## config.mk

```make
export PLATFORM = sky130hd
export DESIGN_NAME = ffa_ctrl
export DESIGN_NICKNAME = d
export VERILOG_FILES = /design/src/ffa_pkg.sv /design/src/ffa_ctrl.sv
export SDC_FILE = /design/constraint.sdc
export NUM_CORES = 1
export LEC_CHECK = 0
export BUFFER_PORTS_ARGS = -buffer_cell sky130_fd_sc_hd__clkbuf_2
export CORE_ASPECT_RATIO = 1.4
export CORE_MARGIN = 10
export CORE_UTILIZATION = 40
export CTS_BUF_LIST = sky130_fd_sc_hd__clkbuf_16
export DETAILED_ROUTE_END_ITERATION = 16
export PLACE_DENSITY = 0.56
export SETUP_SLACK_MARGIN = 0.05
export SLEW_MARGIN = 20
export SYNTH_ARGS = -nofsm -noshare
export SYNTH_HDL_FRONTEND = slang
export SYNTH_SLANG_ARGS = --single-unit
```

## constraint.sdc

```tcl
create_clock -name clk -period 10.5 [get_ports clk]
set_input_delay 2.1 -clock clk [delete_from_list [all_inputs] [get_ports clk]]
set_output_delay 2.1 -clock clk [all_outputs]
set_load 0.05 [all_outputs]
```

## src/ffa_pkg.sv

```systemverilog
// shared types and constants of the first-fit heap allocator
// used by ffa_ctrl and first_fit_heap_allocator_core
package ffa_pkg;

	localparam int HEAP_BYTES   = 16384;
	localparam int HEADER_BYTES = 32;
	localparam int MAX_SEGMENTS = 512;

	localparam int ADDR_W = 14;
	localparam int SIZE_W = 15;
	localparam int CNT_W  = $clog2(MAX_SEGMENTS + 1);
	localparam int IDX_W  = $clog2(MAX_SEGMENTS);
	localparam int ENT_W  = 2 * ADDR_W + 1;

	localparam logic [ADDR_W:0]   HDR_X     = (ADDR_W + 1)'(HEADER_BYTES);
	localparam logic [ADDR_W-1:0] INIT_SIZE = ADDR_W'(HEAP_BYTES - HEADER_BYTES);
	localparam logic [CNT_W-1:0]  MAX_CNT   = CNT_W'(MAX_SEGMENTS);

	localparam logic [1:0] CMD_ALLOC   = 2'd0;
	localparam logic [1:0] CMD_FREE    = 2'd1;
	localparam logic [1:0] CMD_REALLOC = 2'd2;
	localparam logic [1:0] CMD_NONE    = 2'd3;

	localparam logic [1:0] ST_OK      = 2'd0;
	localparam logic [1:0] ST_NOMEM   = 2'd1;
	localparam logic [1:0] ST_NULL    = 2'd2;
	localparam logic [1:0] ST_UNKNOWN = 2'd3;

	typedef enum logic [4:0] {
		S_INIT, S_IDLE, S_FD_RD, S_FD_CHK, S_AL_RD, S_AL_CHK, S_IN_RD, S_IN_WR,
		S_SP_NEW, S_AL_WR, S_RN_RD, S_RN_CHK, S_MG_WR, S_DL_RD, S_DL_WR, S_DONE
	} state_t;

	typedef enum logic [1:0] {M_ALLOC, M_FREE, M_REALLOC, M_REFREE} mode_t;

	typedef struct packed {
		logic              free;
		logic [ADDR_W-1:0] size;
		logic [ADDR_W-1:0] start;
	} entry_t;

	typedef struct packed {
		logic              we;
		logic [IDX_W-1:0]  waddr;
		entry_t            wdata;
		logic [IDX_W-1:0]  raddr;
	} mem_req_t;

	typedef struct packed {
		logic [1:0]        status;
		logic [ADDR_W-1:0] addr;
		logic              copy_needed;
		logic [ADDR_W-1:0] copy_len;
	} result_t;

endpackage

```

## src/ffa_ctrl.sv

```systemverilog
// sequencer of the allocator: scans, inserts and deletes segment table entries
// depends on ffa_pkg; drives the segment table ram through a ffa_pkg::mem_req_t
module ffa_ctrl (
	input  logic                      clk,
	input  logic                      arst_n,
	input  logic                      in_valid,
	output logic                      in_ready,
	input  logic [1:0]                cmd,
	input  logic [ffa_pkg::ADDR_W-1:0] req_addr,
	input  logic [ffa_pkg::SIZE_W-1:0] req_size,
	output ffa_pkg::mem_req_t          mem_req,
	input  ffa_pkg::entry_t            rdata,
	output logic                      res_valid,
	input  logic                      res_ready,
	output ffa_pkg::result_t           res
);

	ffa_pkg::state_t state_q, state_d;
	ffa_pkg::mode_t  mode_q, mode_d;

	logic [ffa_pkg::CNT_W-1:0]  cnt_q, cnt_d, i_q, i_d, j_q, j_d, k_q, k_d;
	logic [ffa_pkg::IDX_W-1:0]  idx_q, idx_d;
	logic [ffa_pkg::ADDR_W-1:0] a_q, a_d;
	logic [ffa_pkg::SIZE_W-1:0] sz_q, sz_d;
	logic [ffa_pkg::ADDR_W-1:0] e_start_q, e_start_d, e_size_q, e_size_d;
	logic [ffa_pkg::ADDR_W-1:0] f_start_q, f_start_d, f_size_q, f_size_d;
	logic [ffa_pkg::ADDR_W-1:0] j_start_q, j_start_d;
	logic                       split_q, split_d;
	ffa_pkg::result_t           res_q, res_d;

	logic [ffa_pkg::CNT_W-1:0]  idx_x, span;
	logic [ffa_pkg::ADDR_W:0]   seg_end, f_rest;

	assign idx_x   = {1'b0, idx_q};
	assign span    = idx_x - j_q;
	assign seg_end = {1'b0, e_start_q} + ffa_pkg::HDR_X + {1'b0, e_size_q};
	assign f_rest  = {1'b0, f_size_q} - sz_q;
	assign res     = res_q;

	always_ff @(posedge clk or negedge arst_n) begin
		if (!arst_n) begin
			state_q <= ffa_pkg::S_INIT;
			mode_q  <= ffa_pkg::M_ALLOC;
			cnt_q   <= '0;
			i_q     <= '0;
			j_q     <= '0;
			k_q     <= '0;
			idx_q   <= '0;
		end else begin
			state_q <= state_d;
			mode_q  <= mode_d;
			cnt_q   <= cnt_d;
			i_q     <= i_d;
			j_q     <= j_d;
			k_q     <= k_d;
			idx_q   <= idx_d;
		end
	end

	always_ff @(posedge clk) begin
		a_q       <= a_d;
		sz_q      <= sz_d;
		e_start_q <= e_start_d;
		e_size_q  <= e_size_d;
		f_start_q <= f_start_d;
		f_size_q  <= f_size_d;
		j_start_q <= j_start_d;
		split_q   <= split_d;
		res_q     <= res_d;
	end

	always_comb begin
		state_d   = state_q;
		mode_d    = mode_q;
		cnt_d     = cnt_q;
		i_d       = i_q;
		j_d       = j_q;
		k_d       = k_q;
		idx_d     = idx_q;
		a_d       = a_q;
		sz_d      = sz_q;
		e_start_d = e_start_q;
		e_size_d  = e_size_q;
		f_start_d = f_start_q;
		f_size_d  = f_size_q;
		j_start_d = j_start_q;
		split_d   = split_q;
		res_d     = res_q;
		in_ready  = 1'b0;
		res_valid = 1'b0;
		mem_req   = '0;
		case (state_q)
			ffa_pkg::S_INIT: begin
				mem_req.we    = 1'b1;
				mem_req.wdata = '{free: 1'b1, size: ffa_pkg::INIT_SIZE, start: '0};
				cnt_d         = ffa_pkg::CNT_W'(1);
				state_d       = ffa_pkg::S_IDLE;
			end
			ffa_pkg::S_IDLE: begin
				in_ready = 1'b1;
				if (in_valid) begin
					a_d   = req_addr;
					sz_d  = req_size;
					i_d   = '0;
					res_d = '{status: ffa_pkg::ST_OK, addr: '0, copy_needed: 1'b0,
						copy_len: '0};
					case (cmd)
						ffa_pkg::CMD_ALLOC: begin
							mode_d  = ffa_pkg::M_ALLOC;
							state_d = ffa_pkg::S_AL_RD;
						end
						ffa_pkg::CMD_FREE: begin
							if (req_addr == '0) begin
								res_d.status = ffa_pkg::ST_NULL;
								state_d      = ffa_pkg::S_DONE;
							end else begin
								mode_d  = ffa_pkg::M_FREE;
								state_d = ffa_pkg::S_FD_RD;
							end
						end
						ffa_pkg::CMD_REALLOC: begin
							if (req_addr == '0) begin
								mode_d  = ffa_pkg::M_ALLOC;
								state_d = ffa_pkg::S_AL_RD;
							end else begin
								mode_d  = ffa_pkg::M_REALLOC;
								state_d = ffa_pkg::S_FD_RD;
							end
						end
						default: state_d = ffa_pkg::S_DONE;
					endcase
				end
			end
			// look up the segment whose payload starts at the request address
			ffa_pkg::S_FD_RD: begin
				mem_req.raddr = i_q[ffa_pkg::IDX_W-1:0];
				if (i_q == cnt_q) begin
					if (mode_q != ffa_pkg::M_REFREE) begin
						res_d.status = ffa_pkg::ST_UNKNOWN;
					end
					state_d = ffa_pkg::S_DONE;
				end else begin
					state_d = ffa_pkg::S_FD_CHK;
				end
			end
			ffa_pkg::S_FD_CHK: begin
				if ({1'b0, rdata.start} + ffa_pkg::HDR_X == {1'b0, a_q}) begin
					idx_d     = i_q[ffa_pkg::IDX_W-1:0];
					e_start_d = rdata.start;
					e_size_d  = rdata.size;
					if (mode_q == ffa_pkg::M_REALLOC) begin
						if ({1'b0, rdata.size} >= sz_q) begin
							res_d.addr = a_q;
							state_d    = ffa_pkg::S_DONE;
						end else begin
							i_d     = '0;
							state_d = ffa_pkg::S_AL_RD;
						end
					end else begin
						j_d     = i_q;
						state_d = ffa_pkg::S_RN_RD;
					end
				end else begin
					i_d     = i_q + 1'b1;
					state_d = ffa_pkg::S_FD_RD;
				end
			end
			// first-fit scan
			ffa_pkg::S_AL_RD: begin
				mem_req.raddr = i_q[ffa_pkg::IDX_W-1:0];
				if (i_q == cnt_q) begin
					res_d.status = ffa_pkg::ST_NOMEM;
					res_d.addr   = '0;
					state_d      = ffa_pkg::S_DONE;
				end else begin
					state_d = ffa_pkg::S_AL_CHK;
				end
			end
			ffa_pkg::S_AL_CHK: begin
				if (rdata.free && {1'b0, rdata.size} >= sz_q) begin
					idx_d      = i_q[ffa_pkg::IDX_W-1:0];
					f_start_d  = rdata.start;
					f_size_d   = rdata.size;
					res_d.addr = ffa_pkg::ADDR_W'({1'b0, rdata.start} + ffa_pkg::HDR_X);
					split_d    = 1'b0;
					k_d        = cnt_q;
					state_d    = ffa_pkg::S_AL_WR;
					if (({1'b0, rdata.size} - sz_q) > ffa_pkg::HDR_X &&
						cnt_q < ffa_pkg::MAX_CNT) begin
						split_d = 1'b1;
						state_d = ffa_pkg::S_IN_RD;
					end
				end else begin
					i_d     = i_q + 1'b1;
					state_d = ffa_pkg::S_AL_RD;
				end
			end
			// open a hole after the chosen entry, moving the tail up by one
			ffa_pkg::S_IN_RD: begin
				mem_req.raddr = ffa_pkg::IDX_W'(k_q - 1'b1);
				if (k_q <= idx_x + 1'b1) begin
					state_d = ffa_pkg::S_SP_NEW;
				end else begin
					state_d = ffa_pkg::S_IN_WR;
				end
			end
			ffa_pkg::S_IN_WR: begin
				mem_req.we    = 1'b1;
				mem_req.waddr = k_q[ffa_pkg::IDX_W-1:0];
				mem_req.wdata = rdata;
				k_d           = k_q - 1'b1;
				state_d       = ffa_pkg::S_IN_RD;
			end
			ffa_pkg::S_SP_NEW: begin
				mem_req.we          = 1'b1;
				mem_req.waddr       = idx_q + 1'b1;
				mem_req.wdata.free  = 1'b1;
				mem_req.wdata.start = ffa_pkg::ADDR_W'({1'b0, res_q.addr} + sz_q);
				mem_req.wdata.size  = ffa_pkg::ADDR_W'(f_rest - ffa_pkg::HDR_X);
				cnt_d               = cnt_q + 1'b1;
				state_d             = ffa_pkg::S_AL_WR;
			end
			ffa_pkg::S_AL_WR: begin
				mem_req.we          = 1'b1;
				mem_req.waddr       = idx_q;
				mem_req.wdata.free  = 1'b0;
				mem_req.wdata.start = f_start_q;
				mem_req.wdata.size  = split_q ? sz_q[ffa_pkg::ADDR_W-1:0] : f_size_q;
				if (mode_q == ffa_pkg::M_REALLOC) begin
					res_d.copy_needed = 1'b1;
					res_d.copy_len    = e_size_q;
					mode_d            = ffa_pkg::M_REFREE;
					i_d               = '0;
					state_d           = ffa_pkg::S_FD_RD;
				end else begin
					state_d = ffa_pkg::S_DONE;
				end
			end
			// walk back over the free run before the freed entry
			ffa_pkg::S_RN_RD: begin
				mem_req.raddr = ffa_pkg::IDX_W'(j_q - 1'b1);
				state_d       = (j_q == '0) ? ffa_pkg::S_MG_WR : ffa_pkg::S_RN_CHK;
			end
			ffa_pkg::S_RN_CHK: begin
				if (rdata.free) begin
					j_d       = j_q - 1'b1;
					j_start_d = rdata.start;
					state_d   = ffa_pkg::S_RN_RD;
				end else begin
					state_d = ffa_pkg::S_MG_WR;
				end
			end
			ffa_pkg::S_MG_WR: begin
				mem_req.we         = 1'b1;
				mem_req.wdata.free = 1'b1;
				if (j_q == idx_x) begin
					mem_req.waddr       = idx_q;
					mem_req.wdata.start = e_start_q;
					mem_req.wdata.size  = e_size_q;
					state_d             = ffa_pkg::S_DONE;
				end else begin
					// segments are contiguous, so the merged payload ends where idx ends
					mem_req.waddr       = j_q[ffa_pkg::IDX_W-1:0];
					mem_req.wdata.start = j_start_q;
					mem_req.wdata.size  = ffa_pkg::ADDR_W'(seg_end - {1'b0, j_start_q} -
						ffa_pkg::HDR_X);
					k_d                 = j_q + 1'b1;
					state_d             = ffa_pkg::S_DL_RD;
				end
			end
			// close the gap of merged entries, moving the tail down
			ffa_pkg::S_DL_RD: begin
				mem_req.raddr = ffa_pkg::IDX_W'(k_q + span);
				if (k_q + span >= cnt_q) begin
					cnt_d   = cnt_q - span;
					state_d = ffa_pkg::S_DONE;
				end else begin
					state_d = ffa_pkg::S_DL_WR;
				end
			end
			ffa_pkg::S_DL_WR: begin
				mem_req.we    = 1'b1;
				mem_req.waddr = k_q[ffa_pkg::IDX_W-1:0];
				mem_req.wdata = rdata;
				k_d           = k_q + 1'b1;
				state_d       = ffa_pkg::S_DL_RD;
			end
			ffa_pkg::S_DONE: begin
				res_valid = 1'b1;
				if (res_ready) begin
					state_d = ffa_pkg::S_IDLE;
				end
			end
			default: state_d = ffa_pkg::S_IDLE;
		endcase
	end

endmodule

```

* After elaboration in Yosys (flattened, before gate mapping)
Index checks and enable logic that the tools add are counted.
** Storage, ports and cells
- Register bits after elaboration :: 187
- Bits of input ports :: 64
- Output and inout port bits :: 81
- Word-level logic and storage cells :: 184
** Operators by class
- $add $sub $neg :: 20
- $lt $le $gt $ge :: 5
- Equal/unequal tests :: 41
- Muxes and demuxes :: 68
- Reductions and logical operators :: 31
** Operators with widths (number)
- $pmux 29 s5 :: 1
- $mux 10 :: 12
- $pmux 10 s4 :: 2
- $pmux 5 s15 :: 1
- $pmux 9 s4 :: 2
- $mux 14 :: 5
- $pmux 14 s4 :: 1
- $add 10x1->10 const B :: 4
- $eq 5x4->1 const B :: 8
- $ne 2x2->1 const B :: 16
- $mux 31 :: 1
- $pmux 10 s3 :: 1
- $pmux 15 s2 :: 1
- $add 14x14->14 :: 2
- $mux 28 :: 1
- $mux 4 :: 7
- $sub 14x14->14 :: 2
- $sub 14x6->14 const B :: 2
- $mux 9 :: 3
- $mux 5 :: 5
- $eq 5x3->1 const B :: 4
- $pmux 10 s2 :: 1
- $sub 10x1->10 const B :: 2
- $mux 2 :: 9
- 46 further kinds :: 72

* Logic depth before layout (Yosys ltp)
Gate-level depths: netlist of the first run.
- Depth in word-level cells :: 6
- Depth in mapped cells :: 23
- Mapped depth without buffers :: 22

* Least setup slack after synthesis of the first run
Ideal clock, no wire load.
- Path kind :: register -> output
- Start :: reg j_q[5] (netlist bit)
- End :: out mem_req[25] (netlist bit)
- Data arrival time :: 3.530 ns
- Required time :: 8.400 ns
- Slack :: 4.870 ns
- Stages on the path, launching flop included :: 8
- Path buffers :: 1
- Cells stage by stage :: dfrtp_1 > clkbuf_1 > inv_1 > ha_1 > nand4_1 > nor4b_1 > or4_1 > o311ai_0
** RTL lines
- start, declared :: line ffa_ctrl.sv:21 : logic [ffa_pkg::CNT_W-1:0] cnt_q, cnt_d, i_q, i_d, j_q, j_d, k_q, k_d;
- start signal, assigned :: line ffa_ctrl.sv:54 : j_q <= j_d;
- end, declared :: line ffa_ctrl.sv:11 : output ffa_pkg::mem_req_t mem_req,

==> impl_metrics.tcl, run 1 <==
set metrics [dict create \
    routedWlPerCell_um 24.2 \
    critPathArrivalTime_ns 4.18 \
    worst_slew_pin_slew_ns 1.06 \
    nets 1921 \
    synth_top_family_by_area "compound AO/OA/AOI/OAI gates" \
    synth-seq-area-share 0.359 \
    synth_edf_count 131 \
    gp_congestion 0.944 \
    cp-end-kind "primary output" \
    finalHoldViolCount 0 \
    fp.dieW_um 183 \
    power_mw 4.62 \
    outcome "completed" \
    syn_area_um2 14800 \
    areaGrowthSynthToFinish_pct 12.1 \
    max_freq_mhz 159 \
    synth_compound_area_frac 0.199 \
    cts_hold_buf 0 \
    cp_top_family "compound AO/OA/AOI/OAI gates" \
    first_global_vias 13421 \
    synth_ff_type "edfxtp_1" \
    synth_cell_type_count 95 \
    min_period_ns 6.28 \
    synth_area_leader_cell "edfxtp_1" \
    drc 0 \
    power_density_nw_per_um2 278 \
    hp-class "flop to flop" \
    drive_gt1_frac 0.135 \
    drv_slew 0 \
    start_util 0.404 \
    grt_antenna_before_repair 0 \
    avgSynthCellArea_um2 9.26 \
    core_area_um2 36700 \
    wl_um 53100 \
    grt_pass1_wl_um 80200 \
    synth-simple-area-share 0.158 \
    relSlewSlack 0.295 \
    cts_buffers 17 \
    maxCapViolations 0 \
    required_ns 8.40 \
    port_buffers 144 \
    setup_violations 0 \
    synth.top_cell.area_share 0.266 \
    dp.final_hpwl_um 41100 \
    ir_worst_vdd_v 0.000245 \
    fillers 3639 \
    dr.first_iter.drc_count 1022 \
    synth_xor_xnor_area_share 0.0767 \
    first_pass_iters 6 \
    crit_chain "inv_1, ha_1, or3_1, o21ai_0, a31oi_1, xor2_1, ha_1, a21oi_1, o21ai_0, xor2_1, a221o_1, clkbuf_2" \
    p_leak_nw 7.20 \
    cts_sinks 186 \
    cts_max_level 4 \
    insertion_delay_ns 0.46 \
    overflow 0 \
    antenna_cells 0 \
    ctsResizeCount 0 \
    rsz0062_at_grt "false" \
    path_buf_inv 2 \
    clk_pin_slew_worst_paths_ns 0.08 \
    dieArea_um2 45200 \
    grt_max_degree 56 \
    async_reset_ff_frac 0.296 \
    synth_area_leaders "edfxtp_1, ha_1, dfrtp_1" \
    ys_ff_latch 186 \
    critPathSlowestCell "dfrtp_1" \
    cts_max_path_buffers 2 \
    die_y_um 248 \
    grt_usage 0.232 \
    rows 83 \
    root_buffer "clkbuf_16" \
    path_class "flop to primary output" \
    synth_mux_area_frac 0.0216 \
    start_kind "flop" \
    skew_ns 0.00986 \
    synth_nets 1805 \
    io_pins 145 \
    finalCritPeriodShare 0.598 \
    vias 13135 \
    fin_tns_setup_ns 0 \
    synthAdderAreaFrac 0.130 \
    ant_nets 0 \
    cts_setup_buffers 0 \
    max_stage_delay_ns 0.54 \
    cts_tree "built" \
    ys_warn_count 0 \
    syn_inst 1599 \
    via_per_inst 5.98 \
    path_max_fanout 9 \
]
[worst register-to-register path: stages, from the launching register on]
cell      delay (ns)
dfrtp_1         0.45
inv_1           0.13
ha_1            0.19
inv_1           0.06
fa_1            0.39
a21o_1          0.17
a21oi_1         0.28
o21bai_1        0.09
a21oi_1         0.17
xnor2_1         0.13
ha_1            0.25
o41ai_1         0.51
o21bai_1        0.17
a21oi_1         0.27
xnor2_1         0.13
ha_1            0.28
o21ai_0         0.08
a21o_1          0.22
nand2_1         0.44
a21oi_1         0.13
a311o_1         0.29
[layer usage]
metal / track usage / routed length (um)
met5: 0 / 0
met1: 0.253 / 19800
met4: 0.105 / 2170
met3: 0.0334 / 2860
met2: 0.432 / 28300
[synthesized netlist by cell type (all sizes together) (8+ instances only)]
master,instances
nand2b,18
nand3,38
a21o,22
xnor2,81
inv,150
nand4,19
o211ai,21
o21ai,111
clkbuf,46
nor4,10
xor2,41
a221oi,13
mux2,8
ha,123
edfxtp,131
nand2,135
and3,15
a221o,17
mux2i,23
nor2b,20
a22oi,10
nor2,116
fa,19
a22o,9
o21a,14
nor3,47
a21oi,79
o22ai,12
a211oi,13
dfrtp,55
buf,16
o21bai,9
a31oi,17
and2,9
a222oi,26
or3,17
[cells by family after synthesis]
kind of cell	after synthesis
AO/OA/AOI/OAI	429
XOR/XNOR	125
adder cells (fa/ha/maj)	142
buffers and inverters	214
flip-flops	186
multiplexers	31
AND/OR/NAND/NOR	472
[metrics by stage]
step	setup WS, ns	cells	cell area, um2	hold slack (ns)	utilization
2_1_floorplan	4.87	1599	14800	0.499	-
3_3_place_gp	4.78	2163	16000	0.523	0.436
3_5_place_dp	4.69	2163	16000	0.555	0.436
4_1_cts	4.29	2195	16600	0.571	0.453
5_1_grt	4.07	2195	16600	0.591	0.453
6_report	4.22	2195	16600	0.570	0.453
[final cells by class]
class | instances | area (um2) | share of cell area
sequential | 186 | 5310 | 0.320
tap | 467 | 584 | 0.0352
multi-input combinational | 1199 | 8690 | 0.524
timing repair buffer | 160 | 841 | 0.0507
inverter | 151 | 568 | 0.0342
clock buffer | 17 | 425 | 0.0256
clock inverter | 15 | 175 | 0.0106
[layout by cell type (no fill, tap or decap), types with 8 or more instances in the layout]
| master | netlist | layout |
|---|---|---|
| a211oi_1 | 13 | 13 |
| nor4_1 | 9 | 8 |
| nand4_1 | 19 | 19 |
| mux2_2 | 8 | 8 |
| a21o_1 | 22 | 22 |
| xnor2_1 | 81 | 81 |
| o21a_1 | 14 | 14 |
| nor2_1 | 115 | 115 |
| a22o_1 | 9 | 9 |
| nand2_1 | 133 | 133 |
| o211ai_1 | 21 | 21 |
| or3_1 | 17 | 17 |
| inv_1 | 148 | 150 |
| and3_1 | 14 | 13 |
| clkbuf_2 | 1 | 144 |
| nor2b_1 | 20 | 20 |
| a221o_1 | 17 | 17 |
| a222oi_1 | 26 | 26 |
| a22oi_1 | 10 | 10 |
| nand3_1 | 36 | 36 |
| xor2_1 | 41 | 41 |
| a31oi_1 | 17 | 17 |
| dfrtp_1 | 55 | 55 |
| nand2b_1 | 18 | 18 |
| o21ai_1 | 10 | 10 |
| clkbuf_16 | 0 | 17 |
| buf_4 | 1 | 16 |
| fa_1 | 19 | 19 |
| edfxtp_1 | 131 | 131 |
| mux2i_1 | 23 | 23 |
| ha_1 | 123 | 123 |
| nor3_1 | 46 | 43 |
| o22ai_1 | 11 | 11 |
| a21oi_1 | 76 | 76 |
| o21bai_1 | 9 | 9 |
| a221oi_1 | 13 | 13 |
| o21ai_0 | 101 | 101 |
[worst paths after layout]
kind	from	endpoint	slack (ns)	cells past startpoint
min	j_q[1]	j_q[1]	0.57	2
min in group asynchronous	arst_n	cnt_q[8]	1.82	2
max reg2reg	idx_q[0]	cnt_q[9]	5.58	20
max in group asynchronous	arst_n	idx_q[4]	8.11	2
max	j_q[5]	mem_req[8]	4.22	12
min reg2reg	j_q[1]	j_q[1]	0.57	2
[registers in the layout, summed over array words and instances (netlist names)]
| register | count |
|---|---|
| split_q | 1 |
| j_q | 10 |
| f_size_q | 14 |
| sz_q | 15 |
| e_start_q | 14 |
| res | 31 |
| idx_q | 9 |
| j_start_q | 14 |
| cnt_q | 10 |
| a_q | 14 |
| k_q | 10 |
| f_start_q | 14 |
| e_size_q | 14 |
| mode_q | 2 |
| state_q | 4 |
| i_q | 10 |
[power breakdown]
group | leakage (nW) | total [mW] | internal (mW) | switching [mW]
sequential | 1.91 | 1.22 | 0.970 | 0.249
clock | 0.297 | 0.694 | 0.376 | 0.318
combinational | 4.99 | 2.70 | 0.919 | 1.78
Note: power is estimated with default switching activity, not from simulation.
==> run 2: changes to the inputs <==
==> constraint.sdc (replaced) <==
create_clock -name clk -period 6.26 [get_ports clk]
set_input_delay 1.252 -clock clk [delete_from_list [all_inputs] [get_ports clk]]
set_output_delay 1.252 -clock clk [all_outputs]
set_load 0.05 [all_outputs]
==> impl_metrics.tcl, run 2 (synthesis gave the netlist of run 1 again) <==
set metrics [dict create \
    outcome "completed" \
    critPathSlowestCell "nor4b_1" \
    path_buf_inv 3 \
    root_buffer "clkbuf_16" \
    cts_max_level 4 \
    cp-end-kind "primary output" \
    core_area_um2 36700 \
    routedWlPerCell_um 24.9 \
    p_leak_nw 7.17 \
    cts_max_path_buffers 2 \
    dp.final_hpwl_um 42600 \
    setup_violations 0 \
    nets 1924 \
    grt_usage 0.239 \
    max_freq_mhz 174 \
    via_per_inst 6.01 \
    cts_sinks 186 \
    first_pass_iters 8 \
    worst_slew_pin_slew_ns 1.16 \
    vias 13214 \
    finish.utilization 0.452 \
    die_y_um 248 \
    grt_max_degree 56 \
    min_period_ns 5.76 \
    maxCapViolations 0 \
    dr.first_iter.drc_count 1096 \
    path_class "flop to primary output" \
    drive_gt1_frac 0.139 \
    cts_hold_buf 0 \
    max_stage_delay_ns 1.02 \
    drv_slew 0 \
    io_pins 145 \
    final_common_cell "inv_1" \
    cp_top_family "simple AND/OR/NAND/NOR gates" \
    power_mw 7.67 \
    finalCritPeriodShare 0.921 \
    ctsResizeCount 0 \
    clk_pin_slew_worst_paths_ns 0.09 \
    cts_buffers 17 \
    start_kind "flop" \
    first_global_vias 13436 \
    final_cell_mix "inv_1, clkbuf_2, nand2_1, edfxtp_1, ha_1" \
    gp_congestion 0.994 \
    ant_nets 0 \
    grt_pass1_wl_um 82000 \
    drc 0 \
    critPathArrivalTime_ns 4.51 \
    rsz0062_at_grt "false" \
    fin_tns_setup_ns 0 \
    antenna_cells 0 \
    relSlewSlack 0.218 \
    largest_reg_flops 31 \
    cts_tree "built" \
    skew_ns 0.0182 \
    start_util 0.404 \
    required_ns 5.01 \
    power_density_nw_per_um2 462 \
    grt_antenna_before_repair 1 \
    port_buffers 144 \
    rows 83 \
    overflow 0 \
    ir_worst_vdd_v 0.000387 \
    fp.dieW_um 183 \
    finalHoldViolCount 0 \
    crit_chain "inv_1, ha_1, nand4_1, nor4b_1, and3b_1, buf_4, or2_2, nand2_1, o21ai_0, a221o_1, clkbuf_2" \
    dieArea_um2 45200 \
    insertion_delay_ns 0.47 \
    hp-class "flop to flop" \
    wl_um 54800 \
    areaGrowthSynthToFinish_pct 12.0 \
    cts_setup_buffers 0 \
    path_max_fanout 31 \
]
==> run 2: metal layers <==
metal,wire length [um],global-route usage,up-vias,part of all wire
met5,13,0,-,0.00024
met4,2420,0.118,2,0.044
met3,2850,0.0395,122,0.052
met2,28900,0.443,460,0.53
met1,20600,0.257,6515,0.38
li1,-,-,6115,-
==> run 2: power by group <==
part | total [mW] | leakage, nW | internal [mW] | switching, mW
combinational | 4.54 | 5.00 | 1.55 | 2.99
clock | 1.09 | 0.259 | 0.522 | 0.566
sequential | 2.04 | 1.91 | 1.63 | 0.412
total | 7.67 | 7.17 | 3.70 | 3.97
==> run 2: worst register-to-register path, cell delays in order, from the launching register on <==
cell and delay [ns]:
dfrtp_1 0.45, inv_1 0.12, ha_1 0.18, inv_1 0.06, fa_1 0.40, a21o_1 0.17, a21oi_1 0.26, o21bai_1 0.10
a21oi_1 0.18, xnor2_1 0.12, ha_1 0.25, o41ai_1 0.53, xnor2_1 0.20, ha_1 0.23, or3_1 0.34, o221ai_1 0.19
a21o_1 0.25, nand2_1 0.38, a21oi_1 0.26, a311o_1 0.12
==> run 2: through the flow <==
stage                     setup WS (ns)  cell area, um2  hold slack, ns  std cells
after floorplan                    1.48           14800           0.499       1599
after global placement            0.993           16000           0.538       2166
after detailed placement           1.10           16000           0.566       2166
after CTS                         0.578           16600           0.583       2198
after global routing              0.432           16600           0.614       2198
final                             0.497           16600           0.585       2198
==> run 2: worst paths after layout <==
path                            slack (ns)     start  depth (start not counted)           to
worst max-delay path                  0.50    j_q[7]                         11  mem_req[38]
worst min-delay path                  0.59    j_q[1]                          2       j_q[1]
worst max register to register        1.43  idx_q[0]                         19     cnt_q[9]
worst min register to register        0.59    j_q[1]                          2       j_q[1]
max in group asynchronous             4.74    arst_n                          2       j_q[2]
min in group asynchronous             0.94    arst_n                          2     cnt_q[6]
==> run 2: layout make-up <==
class | instances | area, um2
clock buffers | 17 | 425
clock inverters | 15 | 134
fillers | 3594 | 20100
inverters | 151 | 568
multi-input cells | 1199 | 8690
flip-flops and latches | 186 | 5310
well taps | 467 | 584
repair buffers | 163 | 863
